**src/hdl/ffl_pkg.sv**
```systemverilog
`timescale 1ns / 1ps
`default_nettype none
package ffl_pkg;

   localparam int FLAG_W       = 15;
   localparam int WORD_W       = 32;
   localparam int ADDR_WORD_W  = 12;
   localparam int SUM_W        = 13;
   localparam int RECORD_COUNT = 4;
   localparam int CSR_INDEX_W  = 3;
   localparam int CSR_DATA_W   = 10;

   localparam logic [1:0] OP_SCAN  = 2'd0;
   localparam logic [1:0] OP_UNDO  = 2'd1;
   localparam logic [1:0] OP_CLEAR = 2'd2;

   localparam logic KIND_EVENT = 1'b0;
   localparam logic KIND_UNDO  = 1'b1;

   localparam logic [CSR_INDEX_W-1:0] CSR_WIDTH_REC0 = 3'd0;
   localparam logic [CSR_INDEX_W-1:0] CSR_WIDTH_REC1 = 3'd1;
   localparam logic [CSR_INDEX_W-1:0] CSR_WIDTH_REC2 = 3'd2;
   localparam logic [CSR_INDEX_W-1:0] CSR_WIDTH_REC3 = 3'd3;
   localparam logic [CSR_INDEX_W-1:0] CSR_BASE_REC0  = 3'd4;
   localparam logic [CSR_INDEX_W-1:0] CSR_BASE_REC1  = 3'd5;
   localparam logic [CSR_INDEX_W-1:0] CSR_BASE_REC2  = 3'd6;
   localparam logic [CSR_INDEX_W-1:0] CSR_BASE_REC3  = 3'd7;

   typedef logic [2:0] width_cfg_type;
   typedef logic [9:0] base_cfg_type;

   localparam width_cfg_type WIDTH_RESET [4] = '{3'd4, 3'd4, 3'd4, 3'd1};
   localparam base_cfg_type  BASE_RESET  [4] = '{10'd0, 10'd64, 10'd72, 10'd672};

   typedef struct packed {
      logic [1:0]        rec;
      logic [FLAG_W-1:0] flag;
      logic              val;
   } log_entry_type;

   typedef struct packed {
      logic                   valid;
      base_cfg_type           base;
      logic [ADDR_WORD_W-1:0] word;
   } addr_req_type;

   // log2 of the word width in bits; zero when the byte count is not 1, 2 or 4
   function automatic logic [2:0] width_shift(input width_cfg_type w);
      logic [2:0] s;
      case (w)
         3'd1:    s = 3'd3;
         3'd2:    s = 3'd4;
         3'd4:    s = 3'd5;
         default: s = 3'd0;
      endcase
      return s;
   endfunction

   function automatic logic [WORD_W-1:0] width_mask(input logic [2:0] s);
      logic [WORD_W-1:0] m;
      case (s)
         3'd3:    m = 32'h0000_00FF;
         3'd4:    m = 32'h0000_FFFF;
         3'd5:    m = 32'hFFFF_FFFF;
         default: m = 32'h0000_0000;
      endcase
      return m;
   endfunction

endpackage
`default_nettype wire

```
**src/hdl/ffl_addr.sv**
```systemverilog
`timescale 1ns / 1ps
`default_nettype none
module ffl_addr #(
   parameter int SHADOW_WORDS = 1024
) (
   input  wire logic                            clock,
   input  wire logic                            reset,
   input  wire ffl_pkg::addr_req_type           req,
   output logic                                 done,
   output logic [$clog2(SHADOW_WORDS)-1:0]      addr
);
   import ffl_pkg::*;

   localparam int AW = $clog2(SHADOW_WORDS);
   localparam int KS = SUM_W + AW;
   localparam int MW = KS - 3;
   localparam int PW = SUM_W + MW;
   localparam int QW = PW - KS;
   localparam int CW = SUM_W + AW + 1;
   localparam logic [MW-1:0] RECIP = MW'((64'd1 << KS) / SHADOW_WORDS);

   logic [1:0]       valid_ff;
   logic             done_ff;
   logic [SUM_W-1:0] sum_ff;
   logic [SUM_W-1:0] sum_in;
   logic [SUM_W-1:0] sum2_ff;
   logic [QW-1:0]    q_ff;
   logic [QW-1:0]    q_in;
   logic [PW-1:0]    prod;
   logic [CW-1:0]    qn;
   logic [CW-1:0]    rem;
   logic [CW-1:0]    rem_fix;
   logic [AW-1:0]    addr_ff;
   logic [AW-1:0]    addr_in;

   // (base + word) mod SHADOW_WORDS: reciprocal multiply, then one correction
   assign sum_in  = SUM_W'(req.base) + SUM_W'(req.word);
   assign prod    = PW'(sum_ff) * PW'(RECIP);
   assign q_in    = prod[PW-1:KS];
   assign qn      = CW'(q_ff) * CW'(SHADOW_WORDS);
   assign rem     = CW'(sum2_ff) - qn;
   assign rem_fix = (rem >= CW'(SHADOW_WORDS)) ? rem - CW'(SHADOW_WORDS) : rem;
   assign addr_in = rem_fix[AW-1:0];

   always_ff @(posedge clock) begin
      if (reset) begin
         valid_ff <= '0;
         done_ff  <= 1'b0;
      end else begin
         valid_ff <= {valid_ff[0], req.valid};
         done_ff  <= valid_ff[1];
      end
   end

   always_ff @(posedge clock) begin
      sum_ff  <= sum_in;
      sum2_ff <= sum_ff;
      q_ff    <= q_in;
      addr_ff <= addr_in;
   end

   assign done = done_ff;
   assign addr = addr_ff;

endmodule
`default_nettype wire
```
**config.mk**
```make
export PLATFORM = sky130hd
export DESIGN_NAME = ffl_addr
export DESIGN_NICKNAME = d
export VERILOG_FILES = /design/src/hdl/ffl_pkg.sv /design/src/hdl/ffl_addr.sv
export SDC_FILE = /design/constraint.sdc
export NUM_CORES = 1
export LEC_CHECK = 0
export ABC_AREA = 1
export BUFFER_PORTS_ARGS = -buffer_cell sky130_fd_sc_hd__buf_2
export CORE_ASPECT_RATIO = 0.75
export CORE_MARGIN = 4
export CORE_UTILIZATION = 35
export DETAILED_ROUTE_END_ITERATION = 10
export PLACE_DENSITY = 0.65
export SLEW_MARGIN = 20
export SYNTH_ARGS = -nofsm -noshare
export SYNTH_HDL_FRONTEND = slang
export SYNTH_SLANG_ARGS = --single-unit
export TNS_END_PERCENT = 10
```
**constraint.sdc**
```tcl
create_clock -name clock -period 2.6 [get_ports clock]
set_input_delay 0.26 -clock clock [delete_from_list [all_inputs] [get_ports clock]]
set_output_delay 0.26 -clock clock [all_outputs]
set_load 0.01 [all_outputs]
```
---- Yosys cells after proc, flatten, opt, wreduce, memory -nomap -nowiden ----
Cells that the tools add are included.
operators by class
  $lt $le $gt $ge ......................... 1
  add/sub/neg operators ................... 3
  multiplexer cells ....................... 1
operators with widths
  cell                                                    count
  >= comparator 24 x 11 -> 1 bit (second input constant)  1
  subtractor 13 x 13 -> 14 bit                            1
  adder 10 x 12 -> 13 bit                                 1
  2-to-1 mux 10 bit                                       1
  subtractor 10 x 1 -> 10 bit (second input constant)     1
word-level totals
  register bits ........................... 42
  word-level logic and storage cells ...... 11
  bits of input ports ..................... 25
  output and inout port bits .............. 11

---- Depth between registers and ports, before layout ----
  depth after elaboration ................. 3
  mapped depth ............................ 9
  depth with buffers taken out ............ 9

---- Worst setup path after synthesis ----
No wires, ideal clock.
  path kind ............................... input port to flip-flop
  start ................................... in req[0] (netlist bit)
  end ..................................... reg sum_ff[8]
  buffers on the path ..................... 0
  data arrival time ....................... 1.267 ns
  path slack .............................. 1.221 ns
  required time ........................... 2.488 ns
  stages on the path ...................... 7
  path through ............................ ha_1 > inv_1 > fa_1 > o21ai_2 > nand2_1 > nand3_1 > nand2_1
on the way
  cells in the longest elaborated chain, start to end .. 1
ends and longest elaborated chain
  element                  line            text
  start, declared          ffl_addr.sv:8   input wire ffl_pkg::addr_req_type req,
  adder 10 x 12 -> 13 bit  ffl_addr.sv:37  assign sum_in = SUM_W'(req.base) + SUM_W'(req.word);
  via sum_in[8]            ffl_addr.sv:25  logic [SUM_W-1:0] sum_in;
  end signal, assigned     ffl_addr.sv:56  sum_ff <= sum_in;
  end, declared            ffl_addr.sv:24  logic [SUM_W-1:0] sum_ff;
The timed path passes the listed nets, and every way through them passes these cells.
A chain may end at the register's enable or synchronous reset.

---- Worst setup path after layout ----
Same ends and word-level chain as after synthesis.

==> out/qor.txt <==
Internal Pwr Total = 849 uW
drt first-iter violations = 12
maximum single-stage delay on the critical path = 420 ps
Worst Hold Slack = 175 ps
largest delay contributor family on the critical path = adder cells
post-route DRC violation count = 0
remaining max-slew budget at the tightest pin = 0.855
pins over their slew limit = 0
relative contribution of combinational cells to total power = 0.145
count of buffers from port buffering = 33
Total Power = 1.12 mW
cell area after synthesis = 1150 sq um
initial antenna violation count = 0
detailed-placement wirelength estimate = 1.52 mm
endpoint required time on the critical path = 2770 ps
count of cells resized by post-cts repair = 0
startpoint types = input pin
worst min path class = input pin to flip-flop
number of max-cap violations = 0
detailed-route wire length per cell = 9.09 microns
mean cell area of the mapped netlist = 9.29 sq um
minimum clock period = 1300 ps
clk_lat worst skew = 270 ps
pin count of the biggest net entering global routing = 11
critical path data arrival time = 1470 ps
via count = 847
Slew @ Worst Pin = 217 ps
Core Rows = 17
antenna cell count = 0
total number of H-tree levels = 2
capturing element type of the critical path = flip-flop
number of distinct library cells after synthesis = 14
total negative slack for setup checks = 0 ps
leading cell types in the layout, fill and taps excluded = sky130_fd_sc_hd__nand2_1 (34), sky130_fd_sc_hd__dfxtp_1 (33), sky130_fd_sc_hd__buf_2 (33)
count of buffer and inverter cells on the critical path = 2
post-layout utilization of the core = 0.476
sequential area share after synthesis = 0.573
final antenna-violating net count = 0
slowest cell on the critical path = sky130_fd_sc_hd__fa_1
most used cell along the critical path = sky130_fd_sc_hd__nand2_1
number of failing hold endpoints at the final stage = 0
DIE WIDTH = 74.3 microns
ports placed on the boundary = 36
number of sinks driven by the clock tree = 33
leading cell type in the layout, fill and taps excluded = sky130_fd_sc_hd__nand2_1
number of global-route vias before repair = 827
placed inst area = 1370 sq um
grt total ovfl = 0
total of flip-flops plus latches after synthesis = 33
worst setup skew after layout = 4.77 ps
worst supply voltage drop on vdd = 202 uV
Post-Route WL = 1.85 mm
starting utilization of the core area = 0.379
standard cell core area = 3040 sq um
max frequency = 770 MHz
routed length on met3 = 178 microns
vertical die dimension = 57.7 microns
WL met1 = 836 microns
fraction of layout instances using a drive strength above 1 = 0.255
routed wl met2 = 799 microns
Area growth syn-to-layout = 25.6%
peak fanout along the critical path = 3
placer congestion estimate = 0.784
post-CTS setup repair buffer count = 0
worst-path cell chain = buf_2, ha_1, inv_1, fa_1, o21ai_2, nand2_1, nand3_1, nand2_1
final-report setup violation count = 0
GR Util All Layers = 0.0974
final design area excluding fillers = 1450 sq um
Cells after Synth = 124
Net Sw Frac = 0.240
final critical-path share of the clock period = 0.500
yosys warns = 0
DIE AREA = 4280 sq um
first-pass GRT wire length = 3.15 mm
number of clock buffers inserted by TritonCTS = 5
power density normalized to cell area = 772 nW/um^2
total number of nets in the final design = 199
leakage power figure = 0.781 nW
setup repair after global routing missed its margin = no
Worst-path clk slew = 60 ps
highest routed metal layer = met4
share of power burned in the clock network = 0.310
CTS hold repair buffers = 0
net switching power = 268 uW
number of detailed-route iterations in the first pass = 4
startpoint-to-endpoint class of the critical path = input pin to flip-flop
share of total power in sequential cells = 0.545
net count after synthesis = 159
via density per instance = 4.17
run status = finished, final reports clean
Max Root-Sink Buffers = 2
clock root buffer = sky130_fd_sc_hd__clkbuf_8
clock tree from TritonCTS = built
==> final cells by class <==
cell class                      instances  area, sq um
Multi-Input combinational cell         72          420
Sequential cell                        33          661
Timing Repair Buffer                   33          165
Tap cell                               38         47.5
Clock inverter                          2         10.0
Clock buffer                            6         72.6
Fill cell                             294         1590
Inverter                               19         71.3
==> cell families (layout without fill, tap and decap cells) <==
kind of cell / Yosys count / after routing / share of synthesized area
and+or+nand+nor: 51 / 51 / 0.180
AOI/OAI and AO/OA: 6 / 6 / 0.0315
xor gates and xnor gates: 5 / 5 / 0.0380
buffers and inverters: 19 / 60 / 0.0619
adders and majority gates: 10 / 10 / 0.115
DFF: 33 / 33 / 0.573
==> metal layers <==
metal  GRT usage  vias up
met5           0        -
met4      0.0609        0
met3      0.0364        2
met2       0.157       35
met1       0.109      352
li1            -      458
==> state kept, by name, summed over array words and instances, names as in the netlist <==
| name | flops |
|---|---|
| addr | 10 |
| done | 1 |
| sum2_ff | 10 |
| sum_ff | 10 |
| valid_ff | 2 |
==> cells in the mapped netlist <==
cell type                 count  share of area
sky130_fd_sc_hd__nand2_1     34           0.11
sky130_fd_sc_hd__dfxtp_1     33           0.57
sky130_fd_sc_hd__inv_1       19          0.062
sky130_fd_sc_hd__ha_1         9          0.098
sky130_fd_sc_hd__nor2_1       9          0.029
sky130_fd_sc_hd__nand3_1      6          0.026
sky130_fd_sc_hd__a21oi_1      4          0.017
sky130_fd_sc_hd__xor2_1       4          0.030
sky130_fd_sc_hd__fa_1         1          0.017
sky130_fd_sc_hd__nand3_2      1         0.0087
sky130_fd_sc_hd__nand4_1      1         0.0054
sky130_fd_sc_hd__o21a_1       1         0.0065
sky130_fd_sc_hd__o21ai_2      1         0.0076
sky130_fd_sc_hd__xnor2_1      1         0.0076
==> path summary, 6_finish.rpt <==
path / from / end / slack [ps] / cells after the start
max: req[0] / sum_ff[8] / 1300 / 8
min: reset / valid_ff[0] / 170 / 2
max reg2reg: valid_ff[0] / valid_ff[1] / 2120 / 2
min reg2reg: sum_ff[9] / sum2_ff[9] / 320 / 0
==> metrics by stage <==
step / instances / setup WS [ps]
after global placement: 195 / 1020
after detailed placement: 195 / 1010
after floorplan: 124 / 1220
after CTS: 203 / 1300
final: 203 / 1300
after global routing: 203 / 1220
==> power by group through the flow <==
stage          Clock, mW  Combinational (mW)  Sequential, mW
2_1_floorplan          0              0.0841           0.634
3_3_place_gp           0               0.160           0.618
3_5_place_dp           0               0.164           0.621
4_1_cts            0.359               0.165           0.610
5_1_grt            0.380               0.186           0.618
6_report           0.346               0.162           0.609
Power figures use the tool's default switching activity.
